### config.mk
export PLATFORM = sky130hd
export DESIGN_NAME = servo_pulse_decoder_slew_unit_flat
export DESIGN_NICKNAME = d
export VERILOG_FILES = /design/src/hw/rtl/spds_pkg.sv /design/src/hw/rtl/spds_if.sv /design/src/hw/rtl/servo_pulse_decoder_slew_unit.sv /design/src/hw/rtl/spds_fifo.sv /design/src/hw/rtl/spds_front.sv /design/src/hw/rtl/spds_back.sv /design/src/flat_wrapper.sv
export VERILOG_INCLUDE_DIRS = /design/src /design/src/hw/rtl
export SDC_FILE = /design/constraint.sdc
export NUM_CORES = 2
export LEC_CHECK = 0
export BUFFER_PORTS_ARGS = -buffer_cell sky130_fd_sc_hd__buf_2
export CORE_MARGIN = 2
export CORE_UTILIZATION = 25
export DETAILED_ROUTE_END_ITERATION = 8
export GPL_TIMING_DRIVEN = 0
export PLACE_DENSITY_LB_ADDON = 0.3
export SLEW_MARGIN = 20
export SYNTH_ARGS = -nofsm -noshare
export SYNTH_HDL_FRONTEND = slang
export SYNTH_SLANG_ARGS = --single-unit
### constraint.sdc
create_clock -name clk_i -period 8.1 [get_ports clk_i]
set_input_delay 0.405 -clock clk_i [delete_from_list [all_inputs] [get_ports clk_i]]
set_output_delay 0.405 -clock clk_i [all_outputs]
set_load 0.02 [all_outputs]
### src/hw/rtl/assert_macros.svh
// assertion helpers for the rtl
// SPDS_ASSERT expects clk_i and rst_ni, SPDS_ASSERT_ALWAYS only clk_i, in the scope where it is used
`ifndef ASSERT_MACROS_SVH
`define ASSERT_MACROS_SVH

`ifndef NO_ASSERTIONS

// checked on every rising clock edge outside reset
`define SPDS_ASSERT(lbl, prop, msg) \
  lbl: assert property (@(posedge clk_i) disable iff (!rst_ni) (prop)) else $error(msg);

// checked on every rising clock edge, reset included
`define SPDS_ASSERT_ALWAYS(lbl, prop, msg) \
  lbl: assert property (@(posedge clk_i) (prop)) else $error(msg);

`else

`define SPDS_ASSERT(lbl, prop, msg)
`define SPDS_ASSERT_ALWAYS(lbl, prop, msg)

`endif

`endif

### src/hw/rtl/spds_pkg.sv
`default_nettype none

package spds_pkg;

  // angles in unsigned q8.8 degrees
  localparam logic [15:0] FULL_ANGLE = 16'd46080;
  localparam logic [15:0] MID_ANGLE  = 16'd23040;

  // configuration register file
  localparam int unsigned CFG_IDX_W = 8;
  localparam logic [CFG_IDX_W-1:0] REG_MIN_PULSE = 8'd0;
  localparam logic [CFG_IDX_W-1:0] REG_MAX_PULSE = 8'd1;
  localparam logic [CFG_IDX_W-1:0] REG_SLEW      = 8'd2;
  localparam int unsigned CFG_DATA_W = 24;

  localparam logic [15:0] RST_MIN_PULSE = 16'd1000;
  localparam logic [15:0] RST_MAX_PULSE = 16'd2000;
  localparam logic [23:0] RST_SLEW      = 24'd5033;

  // quotient bits of the width-to-angle division
  localparam int unsigned DIV_STEPS = 16;

  typedef struct packed {
    logic [15:0] min_pulse;
    logic [15:0] max_pulse;
    logic [23:0] slew;
  } spds_cfg_t;

  // what the front end found in one tick
  typedef struct packed {
    logic power;
    logic pulse_end;
    logic strobe;
    logic measuring;
  } spds_flags_t;

  typedef enum logic [2:0] {
    BK_IDLE,
    BK_MAP,
    BK_DIV,
    BK_SLEW,
    BK_OUT
  } spds_bk_state_e;

endpackage

`default_nettype wire

### src/hw/rtl/spds_if.sv
`default_nettype none

// tick channel
interface spds_in_if;
  logic valid;
  logic ready;
  logic power_ok;
  logic sig_level;
  logic update_strobe;

  modport source (output valid, output power_ok, output sig_level, output update_strobe,
                  input ready);
  modport sink (input valid, input power_ok, input sig_level, input update_strobe,
                output ready);
endinterface

// result channel
interface spds_out_if;
  logic        valid;
  logic        ready;
  logic [15:0] position;
  logic [15:0] target;
  logic        pulse_active;

  modport source (output valid, output position, output target, output pulse_active,
                  input ready);
  modport sink (input valid, input position, input target, input pulse_active,
                output ready);
endinterface

`default_nettype wire

### src/hw/rtl/servo_pulse_decoder_slew_unit.sv
// channel   dir  payload                                 handshake
// in_ch     in   power_ok, sig_level, update_strobe      valid / ready
// out_ch    out  position, target, pulse_active (q8.8)   valid / ready
// cfg       in   cfg_idx_i, cfg_data_i                   cfg_we_i, no wait
//
// a tick passes the back end states map, slew and present, with a division
// between map and slew when a pulse ends strictly inside the window: the
// width-to-angle division retires one quotient bit per cycle
// the front end accepts a tick per cycle while the two-entry queue has room
// a result waits in the output register until taken; the queue keeps filling
// reset puts both angles at 90 degrees and clears the counters, no clearing pass
`default_nettype none

module servo_pulse_decoder_slew_unit
  import spds_pkg::*;
#(
  parameter int unsigned WIDTH_BITS   = 16,
  parameter int unsigned ELAPSED_BITS = 24
) (
  input  wire logic                 clk_i,
  input  wire logic                 rst_ni,
  spds_in_if.sink                   in_ch,
  spds_out_if.source                out_ch,
  input  wire logic                 cfg_we_i,
  input  wire logic [CFG_IDX_W-1:0] cfg_idx_i,
  input  wire logic [CFG_DATA_W-1:0] cfg_data_i
);

  localparam int unsigned QW = $bits(spds_flags_t) + WIDTH_BITS + ELAPSED_BITS;

  spds_cfg_t               cfg_q, cfg_d;
  spds_flags_t             f_flags, b_flags;
  logic [WIDTH_BITS-1:0]   f_width, b_width;
  logic [ELAPSED_BITS-1:0] f_elapsed, b_elapsed;
  logic                    push, pop, full, empty;
  logic [QW-1:0]           q_rdata;

  // register file, min kept below max
  always_comb begin
    cfg_d = cfg_q;
    if (cfg_we_i) begin
      case (cfg_idx_i)
        REG_MIN_PULSE: begin
          if (cfg_data_i[15:0] < cfg_q.max_pulse) cfg_d.min_pulse = cfg_data_i[15:0];
        end
        REG_MAX_PULSE: begin
          if (cfg_data_i[15:0] > cfg_q.min_pulse) cfg_d.max_pulse = cfg_data_i[15:0];
        end
        REG_SLEW: begin
          cfg_d.slew = cfg_data_i[23:0];
        end
        default: begin
          cfg_d = cfg_q;
        end
      endcase
    end
  end

  always_ff @(posedge clk_i or negedge rst_ni) begin
    if (!rst_ni) begin
      cfg_q.min_pulse <= RST_MIN_PULSE;
      cfg_q.max_pulse <= RST_MAX_PULSE;
      cfg_q.slew      <= RST_SLEW;
    end else begin
      cfg_q <= cfg_d;
    end
  end

  // front end
  spds_front #(
    .WIDTH_BITS   (WIDTH_BITS),
    .ELAPSED_BITS (ELAPSED_BITS)
  ) u_front (
    .clk_i           (clk_i),
    .rst_ni          (rst_ni),
    .in_valid_i      (in_ch.valid),
    .in_ready_o      (in_ch.ready),
    .power_ok_i      (in_ch.power_ok),
    .sig_level_i     (in_ch.sig_level),
    .update_strobe_i (in_ch.update_strobe),
    .full_i          (full),
    .push_o          (push),
    .flags_o         (f_flags),
    .width_o         (f_width),
    .elapsed_o       (f_elapsed)
  );

  // queue between the halves
  spds_fifo #(
    .DW (QW)
  ) u_fifo (
    .clk_i   (clk_i),
    .rst_ni  (rst_ni),
    .push_i  (push),
    .wdata_i ({f_flags, f_width, f_elapsed}),
    .pop_i   (pop),
    .rdata_o (q_rdata),
    .full_o  (full),
    .empty_o (empty)
  );

  assign {b_flags, b_width, b_elapsed} = q_rdata;

  // back end
  spds_back #(
    .WIDTH_BITS   (WIDTH_BITS),
    .ELAPSED_BITS (ELAPSED_BITS)
  ) u_back (
    .clk_i          (clk_i),
    .rst_ni         (rst_ni),
    .cfg_i          (cfg_q),
    .empty_i        (empty),
    .flags_i        (b_flags),
    .width_i        (b_width),
    .elapsed_i      (b_elapsed),
    .pop_o          (pop),
    .out_valid_o    (out_ch.valid),
    .out_ready_i    (out_ch.ready),
    .position_o     (out_ch.position),
    .target_o       (out_ch.target),
    .pulse_active_o (out_ch.pulse_active)
  );

endmodule

`default_nettype wire

### src/hw/rtl/spds_fifo.sv
`default_nettype none

module spds_fifo #(
  parameter int unsigned DW = 8
) (
  input  wire logic          clk_i,
  input  wire logic          rst_ni,
  input  wire logic          push_i,
  input  wire logic [DW-1:0] wdata_i,
  input  wire logic          pop_i,
  output logic     [DW-1:0]  rdata_o,
  output logic               full_o,
  output logic               empty_o
);

  localparam int unsigned DEPTH = 2;

  logic [DW-1:0] mem_q [DEPTH];
  logic          wr_ptr_q, wr_ptr_d;
  logic          rd_ptr_q, rd_ptr_d;
  logic [1:0]    count_q, count_d;

  assign full_o  = (count_q == 2'(DEPTH));
  assign empty_o = (count_q == 2'd0);
  assign rdata_o = mem_q[rd_ptr_q];

  // pointer and fill bookkeeping
  always_comb begin
    wr_ptr_d = wr_ptr_q;
    rd_ptr_d = rd_ptr_q;
    count_d  = count_q;
    if (push_i) begin
      wr_ptr_d = ~wr_ptr_q;
    end
    if (pop_i) begin
      rd_ptr_d = ~rd_ptr_q;
    end
    if (push_i && !pop_i) begin
      count_d = count_q + 2'd1;
    end else if (pop_i && !push_i) begin
      count_d = count_q - 2'd1;
    end
  end

  always_ff @(posedge clk_i or negedge rst_ni) begin
    if (!rst_ni) begin
      wr_ptr_q <= 1'b0;
      rd_ptr_q <= 1'b0;
      count_q  <= 2'd0;
    end else begin
      wr_ptr_q <= wr_ptr_d;
      rd_ptr_q <= rd_ptr_d;
      count_q  <= count_d;
    end
  end

  // storage
  always_ff @(posedge clk_i) begin
    if (push_i) begin
      mem_q[wr_ptr_q] <= wdata_i;
    end
  end

endmodule

`default_nettype wire

### src/hw/rtl/spds_front.sv
`default_nettype none

module spds_front
  import spds_pkg::*;
#(
  parameter int unsigned WIDTH_BITS   = 16,
  parameter int unsigned ELAPSED_BITS = 24
) (
  input  wire logic                    clk_i,
  input  wire logic                    rst_ni,
  input  wire logic                    in_valid_i,
  output logic                         in_ready_o,
  input  wire logic                    power_ok_i,
  input  wire logic                    sig_level_i,
  input  wire logic                    update_strobe_i,
  input  wire logic                    full_i,
  output logic                         push_o,
  output spds_flags_t                  flags_o,
  output logic [WIDTH_BITS-1:0]        width_o,
  output logic [ELAPSED_BITS-1:0]      elapsed_o
);

  logic                    prev_sig_q, prev_sig_d;
  logic                    meas_q, meas_d;
  logic [WIDTH_BITS-1:0]   count_q, count_d;
  logic [ELAPSED_BITS-1:0] elapsed_q, elapsed_d;
  logic [ELAPSED_BITS-1:0] elapsed_inc;
  logic [WIDTH_BITS-1:0]   count_inc;
  logic                    rising, falling;

  assign in_ready_o = !full_i;
  assign push_o     = in_valid_i && !full_i;

  assign rising      = sig_level_i && !prev_sig_q;
  assign falling     = !sig_level_i && prev_sig_q;
  assign elapsed_inc = (&elapsed_q) ? elapsed_q : elapsed_q + ELAPSED_BITS'(1);
  assign count_inc   = (&count_q) ? count_q : count_q + WIDTH_BITS'(1);

  // per-tick edge detection and pulse measurement
  always_comb begin
    prev_sig_d = prev_sig_q;
    meas_d     = meas_q;
    count_d    = count_q;
    elapsed_d  = elapsed_q;
    flags_o    = '0;
    width_o    = count_inc;
    elapsed_o  = elapsed_inc;
    flags_o.power  = power_ok_i;
    flags_o.strobe = update_strobe_i;
    if (push_o) begin
      prev_sig_d = sig_level_i;
      elapsed_d  = update_strobe_i ? '0 : elapsed_inc;
      if (!power_ok_i) begin
        meas_d  = 1'b0;
        count_d = '0;
      end else if (rising) begin
        meas_d  = 1'b1;
        count_d = '0;
      end else if (meas_q) begin
        count_d = count_inc;
        if (falling) begin
          meas_d            = 1'b0;
          flags_o.pulse_end = 1'b1;
        end
      end
    end
    flags_o.measuring = meas_d;
  end

  always_ff @(posedge clk_i or negedge rst_ni) begin
    if (!rst_ni) begin
      prev_sig_q <= 1'b0;
      meas_q     <= 1'b0;
      count_q    <= '0;
      elapsed_q  <= '0;
    end else begin
      prev_sig_q <= prev_sig_d;
      meas_q     <= meas_d;
      count_q    <= count_d;
      elapsed_q  <= elapsed_d;
    end
  end

endmodule

`default_nettype wire

### src/hw/rtl/spds_back.sv
`default_nettype none
`include "assert_macros.svh"

module spds_back
  import spds_pkg::*;
#(
  parameter int unsigned WIDTH_BITS   = 16,
  parameter int unsigned ELAPSED_BITS = 24
) (
  input  wire logic                    clk_i,
  input  wire logic                    rst_ni,
  input  wire spds_cfg_t               cfg_i,
  input  wire logic                    empty_i,
  input  wire spds_flags_t             flags_i,
  input  wire logic [WIDTH_BITS-1:0]   width_i,
  input  wire logic [ELAPSED_BITS-1:0] elapsed_i,
  output logic                         pop_o,
  output logic                         out_valid_o,
  input  wire logic                    out_ready_i,
  output logic [15:0]                  position_o,
  output logic [15:0]                  target_o,
  output logic                         pulse_active_o
);

  localparam int unsigned CW = (WIDTH_BITS > 16) ? WIDTH_BITS : 16;
  localparam int unsigned PW = ELAPSED_BITS + 8;
  localparam int unsigned SW = $clog2(DIV_STEPS);

  spds_bk_state_e state_q, state_d;

  spds_flags_t             flags_q, flags_d;
  logic [WIDTH_BITS-1:0]   width_q, width_d;
  logic [ELAPSED_BITS-1:0] elapsed_q, elapsed_d;
  logic [15:0]             shaft_q, shaft_d;
  logic [15:0]             target_q, target_d;
  logic [PW-1:0]           reach_q, reach_d;
  logic [15:0]             rem_q, rem_d;
  logic [15:0]             num_q, num_d;
  logic [SW-1:0]           step_q, step_d;

  logic [CW-1:0]           w_ext, min_ext, max_ext;
  logic [15:0]             diff;
  logic [31:0]             numer;
  logic [15:0]             divisor;
  logic [17:0]             trial;
  logic                    qbit;
  logic [ELAPSED_BITS+23:0] prod;
  logic [15:0]             gap_abs;

  assign w_ext   = CW'(width_q);
  assign min_ext = CW'(cfg_i.min_pulse);
  assign max_ext = CW'(cfg_i.max_pulse);
  assign diff    = 16'(w_ext - min_ext);
  assign numer   = {16'd0, diff} * {16'd0, FULL_ANGLE};
  assign divisor = cfg_i.max_pulse - cfg_i.min_pulse;

  // one restoring division step
  assign trial = {1'b0, rem_q, num_q[15]} - {2'b00, divisor};
  assign qbit  = !trial[17];

  // reach in q8.8 degrees
  assign prod = {{24{1'b0}}, elapsed_q} * {{ELAPSED_BITS{1'b0}}, cfg_i.slew};

  assign gap_abs = (target_q > shaft_q) ? target_q - shaft_q : shaft_q - target_q;

  assign out_valid_o    = (state_q == BK_OUT);
  assign position_o     = shaft_q;
  assign target_o       = target_q;
  assign pulse_active_o = flags_q.measuring;

  // sequencer: map, divide, slew, present
  always_comb begin
    state_d   = state_q;
    flags_d   = flags_q;
    width_d   = width_q;
    elapsed_d = elapsed_q;
    shaft_d   = shaft_q;
    target_d  = target_q;
    reach_d   = reach_q;
    rem_d     = rem_q;
    num_d     = num_q;
    step_d    = step_q;
    pop_o     = 1'b0;
    case (state_q)
      BK_IDLE: begin
        if (!empty_i) begin
          pop_o     = 1'b1;
          flags_d   = flags_i;
          width_d   = width_i;
          elapsed_d = elapsed_i;
          state_d   = BK_MAP;
        end
      end
      BK_MAP: begin
        reach_d = PW'(prod >> 16);
        state_d = BK_SLEW;
        if (!flags_q.power) begin
          target_d = MID_ANGLE;
        end else if (flags_q.pulse_end) begin
          if (w_ext <= min_ext) begin
            target_d = 16'd0;
          end else if (w_ext >= max_ext) begin
            target_d = FULL_ANGLE;
          end else begin
            rem_d   = numer[31:16];
            num_d   = numer[15:0];
            step_d  = '0;
            state_d = BK_DIV;
          end
        end
      end
      BK_DIV: begin
        rem_d  = qbit ? trial[15:0] : {rem_q[14:0], num_q[15]};
        num_d  = {num_q[14:0], qbit};
        step_d = step_q + SW'(1);
        if (step_q == SW'(DIV_STEPS - 1)) begin
          target_d = {num_q[14:0], qbit};
          state_d  = BK_SLEW;
        end
      end
      BK_SLEW: begin
        if (flags_q.strobe) begin
          if (PW'(gap_abs) > reach_q) begin
            shaft_d = (target_q > shaft_q) ? shaft_q + reach_q[15:0]
                                           : shaft_q - reach_q[15:0];
          end else begin
            shaft_d = target_q;
          end
        end
        state_d = BK_OUT;
      end
      BK_OUT: begin
        if (out_ready_i) begin
          state_d = BK_IDLE;
        end
      end
      default: begin
        state_d = BK_IDLE;
      end
    endcase
  end

  always_ff @(posedge clk_i or negedge rst_ni) begin
    if (!rst_ni) begin
      state_q  <= BK_IDLE;
      shaft_q  <= MID_ANGLE;
      target_q <= MID_ANGLE;
      flags_q  <= '0;
    end else begin
      state_q  <= state_d;
      shaft_q  <= shaft_d;
      target_q <= target_d;
      flags_q  <= flags_d;
    end
  end

  // working registers
  always_ff @(posedge clk_i) begin
    width_q   <= width_d;
    elapsed_q <= elapsed_d;
    reach_q   <= reach_d;
    rem_q     <= rem_d;
    num_q     <= num_d;
    step_q    <= step_d;
  end

  `SPDS_ASSERT(a_out_holds, (state_q == BK_OUT && !out_ready_i) |=> (state_q == BK_OUT), "result dropped before taken")
  `SPDS_ASSERT(a_angle_range, (shaft_q <= FULL_ANGLE) && (target_q <= FULL_ANGLE), "angle beyond 180 degrees")
  `SPDS_ASSERT(a_div_rem, (state_q == BK_DIV) |-> (rem_q < divisor), "division remainder not below divisor")

endmodule

`default_nettype wire
### src/flat_wrapper.sv
// flat-port wrapper written by rule: the top's interface ports become plain ports
module servo_pulse_decoder_slew_unit_flat import spds_pkg::*;
#(
  parameter int unsigned WIDTH_BITS   = 16,
  parameter int unsigned ELAPSED_BITS = 24
)
  (clk_i, rst_ni, cfg_we_i, cfg_idx_i, cfg_data_i, in_ch_valid, in_ch_power_ok, in_ch_sig_level, in_ch_update_strobe, in_ch_ready, out_ch_valid, out_ch_position, out_ch_target, out_ch_pulse_active, out_ch_ready);
  spds_in_if in_ch_i ();
  spds_out_if out_ch_i ();
  input  wire logic clk_i;
  input  wire logic rst_ni;
  input  wire logic cfg_we_i;
  input  wire logic [CFG_IDX_W-1:0] cfg_idx_i;
  input  wire logic [CFG_DATA_W-1:0] cfg_data_i;
  input wire logic [$bits(in_ch_i.valid)-1:0] in_ch_valid;
  input wire logic [$bits(in_ch_i.power_ok)-1:0] in_ch_power_ok;
  input wire logic [$bits(in_ch_i.sig_level)-1:0] in_ch_sig_level;
  input wire logic [$bits(in_ch_i.update_strobe)-1:0] in_ch_update_strobe;
  output wire logic [$bits(in_ch_i.ready)-1:0] in_ch_ready;
  output wire logic [$bits(out_ch_i.valid)-1:0] out_ch_valid;
  output wire logic [$bits(out_ch_i.position)-1:0] out_ch_position;
  output wire logic [$bits(out_ch_i.target)-1:0] out_ch_target;
  output wire logic [$bits(out_ch_i.pulse_active)-1:0] out_ch_pulse_active;
  input wire logic [$bits(out_ch_i.ready)-1:0] out_ch_ready;
  assign in_ch_i.valid = in_ch_valid;
  assign in_ch_i.power_ok = in_ch_power_ok;
  assign in_ch_i.sig_level = in_ch_sig_level;
  assign in_ch_i.update_strobe = in_ch_update_strobe;
  assign in_ch_ready = in_ch_i.ready;
  assign out_ch_valid = out_ch_i.valid;
  assign out_ch_position = out_ch_i.position;
  assign out_ch_target = out_ch_i.target;
  assign out_ch_pulse_active = out_ch_i.pulse_active;
  assign out_ch_i.ready = out_ch_ready;
  servo_pulse_decoder_slew_unit #(.WIDTH_BITS(WIDTH_BITS), .ELAPSED_BITS(ELAPSED_BITS)) u_core (.clk_i(clk_i), .rst_ni(rst_ni), .in_ch(in_ch_i), .out_ch(out_ch_i), .cfg_we_i(cfg_we_i), .cfg_idx_i(cfg_idx_i), .cfg_data_i(cfg_data_i));
endmodule
==> After elaboration in Yosys (flattened, before gate mapping) <==
Memory sizes are Yosys's and may differ from the RTL's.
Cells that the tools add are included.
{ "word_totals": {"ram_bits": 88, "output_inout_bits": 35, "elab_cells": 147, "inputBits": 40, "memories": 1, "regBits": 249} }
{ "classes": {"muxes": 55, "eq_ne": 18, "multipliers": 2, "addsub": 12, "n_reduce_logical": 27, "n_bitwise": 3, "order_cmp": 6} }
{ "mem_list": {"columns": ["name", "depth", "word_bits", "read_ports", "rd_clocked_by_memory_dff", "wr", "line_no", "rtl"], "rows": [
  ["u_core.u_fifo.mem_q", 2, 44, 1, 0, 1, "spds_fifo.sv:18", "logic [DW-1:0] mem_q [DEPTH];"]
]} }
{ "op_table": {"columns": ["operator", "n"], "rows": [
  ["16-bit two-way mux", 21],
  ["16-bit case mux with 2 select lines", 3],
  ["16-bit subtractor", 5],
  ["24-bit by 24-bit multiplier with 48-bit output", 1],
  ["24-bit two-way mux", 2],
  ["16-bit greater-than comparator", 2],
  ["16-bit by 32-bit greater-than comparator with 1-bit output", 1],
  ["24-bit by 1-bit adder with 24-bit output (second input constant)", 1],
  ["24-bit AND reduction", 1],
  ["16-bit by 6-bit multiplier with 22-bit output (second input constant)", 1],
  ["1-bit two-way mux", 18],
  ["17-bit by 16-bit subtractor with 18-bit output", 1],
  ["16-bit by 1-bit adder with 16-bit output (second input constant)", 1],
  ["16-bit adder", 1],
  ["16-bit greater-or-equal comparator", 1],
  ["16-bit <= comparator", 1],
  ["16-bit < comparator", 1],
  ["4-bit two-way mux", 4],
  ["16-bit AND reduction", 1],
  ["3-bit case mux with 5 select lines", 1],
  ["2-bit != test (second input constant)", 6],
  ["3-bit two-way mux", 3],
  ["3-bit AND reduction", 3],
  ["8-bit by 1-bit equality test with 1-bit output (second input constant)", 1],
  ["other kinds (25)", 42]
]} }

==> Logic depth before layout (Yosys ltp) <==
{ "logic_depth": {"depth_word": 7, "ltp_mapped": 27, "mapped_depth_nobuf": 27} }

==> Modules after synthesis <==
Synthesis repeated with hierarchy kept, for this count alone.
{ "unflattened": {"cells_unflattened": 4064, "area_unflattened_um2": 40191.0} }
{ "by_module_without_submodules": {"columns": ["module", "area_each_um2", "cells_each", "instances"], "rows": [
  ["spds_back", 30480.5, 3307, 1],
  ["spds_fifo", 3562.2, 153, 1],
  ["spds_front", 3093.0, 371, 1],
  ["servo_pulse_decoder_slew_unit", 3055.4, 233, 1]
]} }

==> Worst setup path before layout <==
Ideal clock, no wire load.
{ "synth_timing": {"path_type": "register to register", "startpoint": "register u_core.cfg_q[3] in the netlist's numbering", "endpoint": "register u_core.u_back.reach_q[21], data pin", "t_required_ps": 7840, "setup_ps": 260, "path_stages_with_launch": 27, "synth_period_minus_slack_ps": 6948, "path_slack_ps": 1152, "arrival_ps": 6688, "path_cell_list": "dfstp_2 -> clkbuf_1 -> nand2_1 -> fa_1 -> inv_1 -> fa_1 -> inv_1 -> fa_1 -> inv_1 -> fa_1 -> inv_1 -> fa_1 -> inv_1 -> fa_1 -> inv_1 -> fa_1 -> inv_1 -> ha_1 -> a21oi_1 -> o21ai_0 -> o31ai_1 -> a211oi_1 -> o31a_1 -> nor2_1 -> o21ai_2 -> a221oi_2 -> xnor2_1"} }
{ "synth_via": {"elab_chain_cells": 1} }
{ "synth_lines": {"columns": ["item", "line_no", "rtl"], "rows": [
  ["from (decl)", "servo_pulse_decoder_slew_unit.sv:31", "spds_cfg_t cfg_q, cfg_d;"],
  ["from (signal assigned)", "servo_pulse_decoder_slew_unit.sv:65", "cfg_q <= cfg_d;"],
  ["24-bit by 24-bit multiplier with 48-bit output", "spds_back.sv:62", "assign prod = {{24{1'b0}}, elapsed_q} * {{ELAPSED_BITS{1'b0}}, cfg_i.slew};"],
  ["net u_core.u_back.prod[37]", "spds_back.sv:47", "logic [ELAPSED_BITS+23:0] prod;"],
  ["to (signal assigned)", "spds_back.sv:161", "reach_q <= reach_d;"],
  ["to (decl)", "spds_back.sv:36", "logic [PW-1:0] reach_q, reach_d;"]
]} }
The timed path passes the listed nets, and every way through them passes these cells.
A chain may end at the register's enable or synchronous reset.

==> Worst setup path after layout <==
{ "layout_timing": {"startpoint": "register u_core.u_back.elapsed_q[22]", "endpoint": "register u_core.u_back.reach_q[31], data pin"} }
{ "layout_via": {"elab_chain_cells": 1} }
{ "layout_lines": {"columns": ["item", "line_no", "rtl"], "rows": [
  ["from (decl)", "spds_back.sv:33", "logic [ELAPSED_BITS-1:0] elapsed_q, elapsed_d;"],
  ["from (signal assigned)", "spds_back.sv:160", "elapsed_q <= elapsed_d;"],
  ["24-bit by 24-bit multiplier with 48-bit output", "spds_back.sv:62", null],
  ["net u_core.u_back.prod[47]", "spds_back.sv:47", null]
]} }
The timed path passes the listed nets, and every way through them passes these cells.

==> run summary <==
PLACE
--------------------------------------------------------------------------------------------------------
Worst slack after detailed placement                                                           -0.143 ns
Routability congestion estimate from global placement                                              0.907
PortBufs                                                                                              74
Placed inst area                                                                              42800 um^2
HPWL after detailed placement                                                                   95900 um

SETUP PATH
--------------------------------------------------------------------------------------------------------
Critical Path AT                                                                                 8.10 ns
Top fanout value on the critical path                                                                 10
Setup Crit Path Kind                                                                          reg -> reg
Element type at the critical path start                                                             flop
Worst Setup End Kind                                                                                flop
Critical Path RT                                                                                 8.43 ns

STA
--------------------------------------------------------------------------------------------------------
Slew @ Worst Pin                                                                                0.953 ns
Clock Skews                                                                                    0.0314 ns
Timing-limited maximum frequency                                                               0.129 GHz
Normalized max-slew margin                                                                         0.365
Setup TNS                                                                                           0 ns
Final worst-path setup slack                                                                    0.330 ns
Final cycle utilization of the critical path                                                       0.959
Endpoints failing setup                                                                                0
Final-report max-slew violation count                                                                  0
Hold Violations, Final                                                                                 0
Clock period minus final worst setup slack                                                       7.77 ns

CTS
--------------------------------------------------------------------------------------------------------
Cts bufs inserted                                                                                     42
Clock latency of the later-clocked register in the worst-skew pair                               0.62 ns
Root Buffer                                                                                 sky130_fd_sc_hd__clkbuf_16
TritonCTS clock tree                                                                               built
Post-CTS clock slew at the launch and capture registers of the worst setup and hold paths        0.06 ns
TritonCTS sink count                                                                                 337
Clk buf depth                                                                                          3
Count of H-tree levels built during CTS                                                                2

FLOORPLANNING
--------------------------------------------------------------------------------------------------------
Die X-Extent                                                                                      402 um
Num rows                                                                                             146
Vertical die dimension                                                                            402 um
Starting Density                                                                                   0.251
I/O pin count                                                                                         75
Total Die Area                                                                               162000 um^2
Placeable core area                                                                          158000 um^2

FINISH
--------------------------------------------------------------------------------------------------------
Core Util, Final                                                                                   0.282
Final cell area excluding filler cells                                                        44500 um^2
Fraction of layout instances using a drive strength above 1                                       0.0878
Final net count                                                                                     5154
Layout overhead on the synthesized area                                                            12.1%
Fill cells                                                                                         16700

GLOBAL ROUTING
--------------------------------------------------------------------------------------------------------
Vias in the first global route                                                                     29700
Aggregate global-route resource usage                                                              0.145
Largest net degree at the start of global routing                                                     85
First-pass GRT wire length                                                                     181000 um
Antenna violations before repair                                                                      10
Residual overflow from global routing                                                                  0

ROUTING
--------------------------------------------------------------------------------------------------------
Total iterations of the first detailed-routing run                                                     7
Total number of vias                                                                               28600
Detail Route Antenna Nets                                                                              0
Detailed-route vias per instance                                                                    4.52
Detailed Route Iter0 Violations                                                                     1872
Routed WL per cell                                                                               18.5 um
Total length of routed wires                                                                   118000 um
Residual DRC                                                                                           0

YOSYS
--------------------------------------------------------------------------------------------------------
Portion of the post-synthesis area used by sequential elements                                     0.238
Synth Instances                                                                                     4093
Distinct cell type count after synthesis                                                              78
Post-Synthesis Net Count                                                                            5018
Average cell area after synthesis                                                              9.70 um^2
Netlist area before placement                                                                 39700 um^2
Synth warnings                                                                                         0
Flip-flop cell with the highest count after synthesis                                       sky130_fd_sc_hd__edfxtp_1
Number of synthesized flops with an enable pin                                                       196
#FFs+latches synth                                                                                   337
Async set-reset flop share out of synthesis                                                        0.418

RUN STATUS
--------------------------------------------------------------------------------------------------------
Run status                                                                                  complete, no violations

RUN
--------------------------------------------------------------------------------------------------------
Number of maximum-capacitance violations                                                               0

HOLD PATH
--------------------------------------------------------------------------------------------------------
Worst hold path type                                                                           in -> reg

what timing repair did:
action,CTS,global route
resized for setup,9,101
pin swaps,0,1
buffers inserted,0,6
hold buffers,6,0
endpoints found under the setup margin,9,16
endpoints found under the hold margin,63,0
synth_stat cells, drive strengths merged (27+ instances only):
master,n,area share
nand3,40,0.0050
fa,513,0.26
ha,372,0.12
edfxtp,196,0.15
and2,284,0.045
dfrtp,114,0.072
nor3,34,0.0046
inv,710,0.067
nand4,44,0.0069
xor2,52,0.011
a21o,78,0.015
nor2,141,0.013
clkbuf,137,0.013
nand2,468,0.044
xnor2,109,0.024
a21oi,139,0.018
dfstp,27,0.018
o21ai,172,0.022
mux2i,31,0.0078
mux2,98,0.028
cells in the final DEF, fill, tap and decap left out, types with 7 or more instances in the layout:
master                      netlist  final
sky130_fd_sc_hd__clkbuf_16        0     43
sky130_fd_sc_hd__or3_1           12     12
sky130_fd_sc_hd__inv_1          710    708
sky130_fd_sc_hd__nand2_1        466    466
sky130_fd_sc_hd__xnor2_1        109    109
sky130_fd_sc_hd__o21ai_1         14     14
sky130_fd_sc_hd__clkbuf_1       137     96
sky130_fd_sc_hd__and2_1         284    284
sky130_fd_sc_hd__xor2_1          52     52
sky130_fd_sc_hd__o21a_1          22     22
sky130_fd_sc_hd__nor2_1         140    137
sky130_fd_sc_hd__a31oi_1         17     17
sky130_fd_sc_hd__a21oi_1        138    137
sky130_fd_sc_hd__buf_2           19     93
sky130_fd_sc_hd__dfrtp_1        114    113
sky130_fd_sc_hd__clkbuf_2         0     51
sky130_fd_sc_hd__a211oi_1        23     23
sky130_fd_sc_hd__mux2_1           8      8
sky130_fd_sc_hd__mux2i_1         31     31
sky130_fd_sc_hd__edfxtp_1       196    196
sky130_fd_sc_hd__nor2b_1         25     25
sky130_fd_sc_hd__nor3_1          33     33
sky130_fd_sc_hd__nand2b_1        22     22
sky130_fd_sc_hd__o21ai_0        155    155
sky130_fd_sc_hd__o21bai_1         9      9
sky130_fd_sc_hd__a21o_1          78     78
sky130_fd_sc_hd__or2_2            7      7
sky130_fd_sc_hd__nand3_1         40     40
sky130_fd_sc_hd__nor4_1          17     16
sky130_fd_sc_hd__fa_1           513    513
sky130_fd_sc_hd__o31ai_1         24     24
sky130_fd_sc_hd__ha_1           372    372
sky130_fd_sc_hd__mux2_2          90     90
sky130_fd_sc_hd__o211ai_1         8      8
sky130_fd_sc_hd__dfstp_2         27     27
sky130_fd_sc_hd__a22o_1          16     16
sky130_fd_sc_hd__nand4_1         44     44
sky130_fd_sc_hd__and4_1           8      8
sky130_fd_sc_hd__and3_1          26     26
metrics by stage:
stage / hold WS [ns] / cells
CTS: 0.00435 / 6328
detailed placement: 0.387 / 6245
floorplan: 0.109 / 4093
finish: 0.0398 / 6337
global route: 0.0237 / 6336
global placement: 0.487 / 6239
worst paths after layout:
kind	startpoint	cells past startpoint	slack [ns]	end
hold reg to reg	u_core.cfg_q[41]	1	0.50	u_core.cfg_q[41]
setup reg to reg	u_core.u_back.elapsed_q[22]	24	0.33	u_core.u_back.reach_q[31]
min in group asynchronous	rst_ni	2	0.29	u_core.u_front.count_q[10]
hold / removal	cfg_data_i[21]	2	0.04	u_core.cfg_q[21]
setup / recovery	u_core.u_back.elapsed_q[22]	24	0.33	u_core.u_back.reach_q[31]
max in group asynchronous	rst_ni	3	6.86	u_core.u_back.target_o[14]
cell type report:
class / instances / area, um^2 / share of cell area
Inverter: 710 / 2670 / 0.0599
Clock buffer: 61 / 1190 / 0.0268
Sequential cell: 337 / 9450 / 0.212
Timing Repair Buffer: 92 / 648 / 0.0146
Buffer: 161 / 712 / 0.0160
Multi-Input combinational cell: 2885 / 27000 / 0.606
Antenna cell: 3 / 7.51 / 0.000169
Clock inverter: 16 / 253 / 0.00568
Tap cell: 2072 / 2590 / 0.0583
worst max-delay path, stage by stage, from the launching register on:
cell	delay, ns
sky130_fd_sc_hd__edfxtp_1	0.59
sky130_fd_sc_hd__clkbuf_1	0.60
sky130_fd_sc_hd__and2_1	0.25
sky130_fd_sc_hd__fa_1	0.44
sky130_fd_sc_hd__fa_1	0.54
sky130_fd_sc_hd__inv_1	0.05
sky130_fd_sc_hd__fa_1	0.50
sky130_fd_sc_hd__fa_1	0.51
sky130_fd_sc_hd__inv_1	0.05
sky130_fd_sc_hd__fa_1	0.45
sky130_fd_sc_hd__fa_1	0.52
sky130_fd_sc_hd__inv_1	0.06
sky130_fd_sc_hd__fa_1	0.47
sky130_fd_sc_hd__inv_1	0.04
sky130_fd_sc_hd__ha_1	0.25
sky130_fd_sc_hd__buf_2	0.17
sky130_fd_sc_hd__a21o_1	0.20
sky130_fd_sc_hd__a221oi_1	0.39
sky130_fd_sc_hd__nor3_1	0.10
sky130_fd_sc_hd__o21ai_1	0.25
sky130_fd_sc_hd__o21ai_1	0.11
sky130_fd_sc_hd__a221oi_2	0.38
sky130_fd_sc_hd__o21ai_2	0.15
sky130_fd_sc_hd__a221oi_2	0.27
sky130_fd_sc_hd__xnor2_1	0.10
registers in the layout, indices dropped and copies added, names as in the netlist, 2 cells and up:
register,flops
u_core.u_back.w_ext,16
u_core.u_back.flags_q,3
u_core.u_front.elapsed_q,24
u_core.u_back.elapsed_q,24
u_core.u_front.count_q,16
u_core.u_back.state_q,3
u_core.u_back.reach_q,32
u_core.cfg_q,56
u_core.u_back.step_q,4
u_core.u_back.rem_q,16
u_core.u_fifo.count_q,2
u_core.u_fifo.mem_q,88
u_core.u_back.position_o,16
u_core.u_back.target_o,16
u_core.u_back.num_q,16
layer usage:
| metal | wire (um) | up-vias | GRT usage |
|---|---|---|---|
| li1 | - | 13500 | - |
| met1 | 56200 | 14200 | 0.208 |
| met2 | 52100 | 741 | 0.231 |
| met3 | 6410 | 137 | 0.0184 |
| met4 | 2800 | 12 | 0.0366 |
| met5 | 76 | - | 0 |
kinds of logic (layout without fill, tap and decap cells):
kind of cell    Yosys count  count (layout)  synth area share
buf+inv                 871            1040            0.0832
flops                   337             337             0.238
other cells               0               3                 0
mux                     129             129            0.0356
xor+xnor                161             161            0.0355
fa+ha+maj               885             885             0.376
compound gates          567             567            0.0903
simple gates           1143            1143             0.141
Power is left out: the tool's default activity adds up to more than one toggle a clock period on the data nets, which glitch-free logic cannot reach.
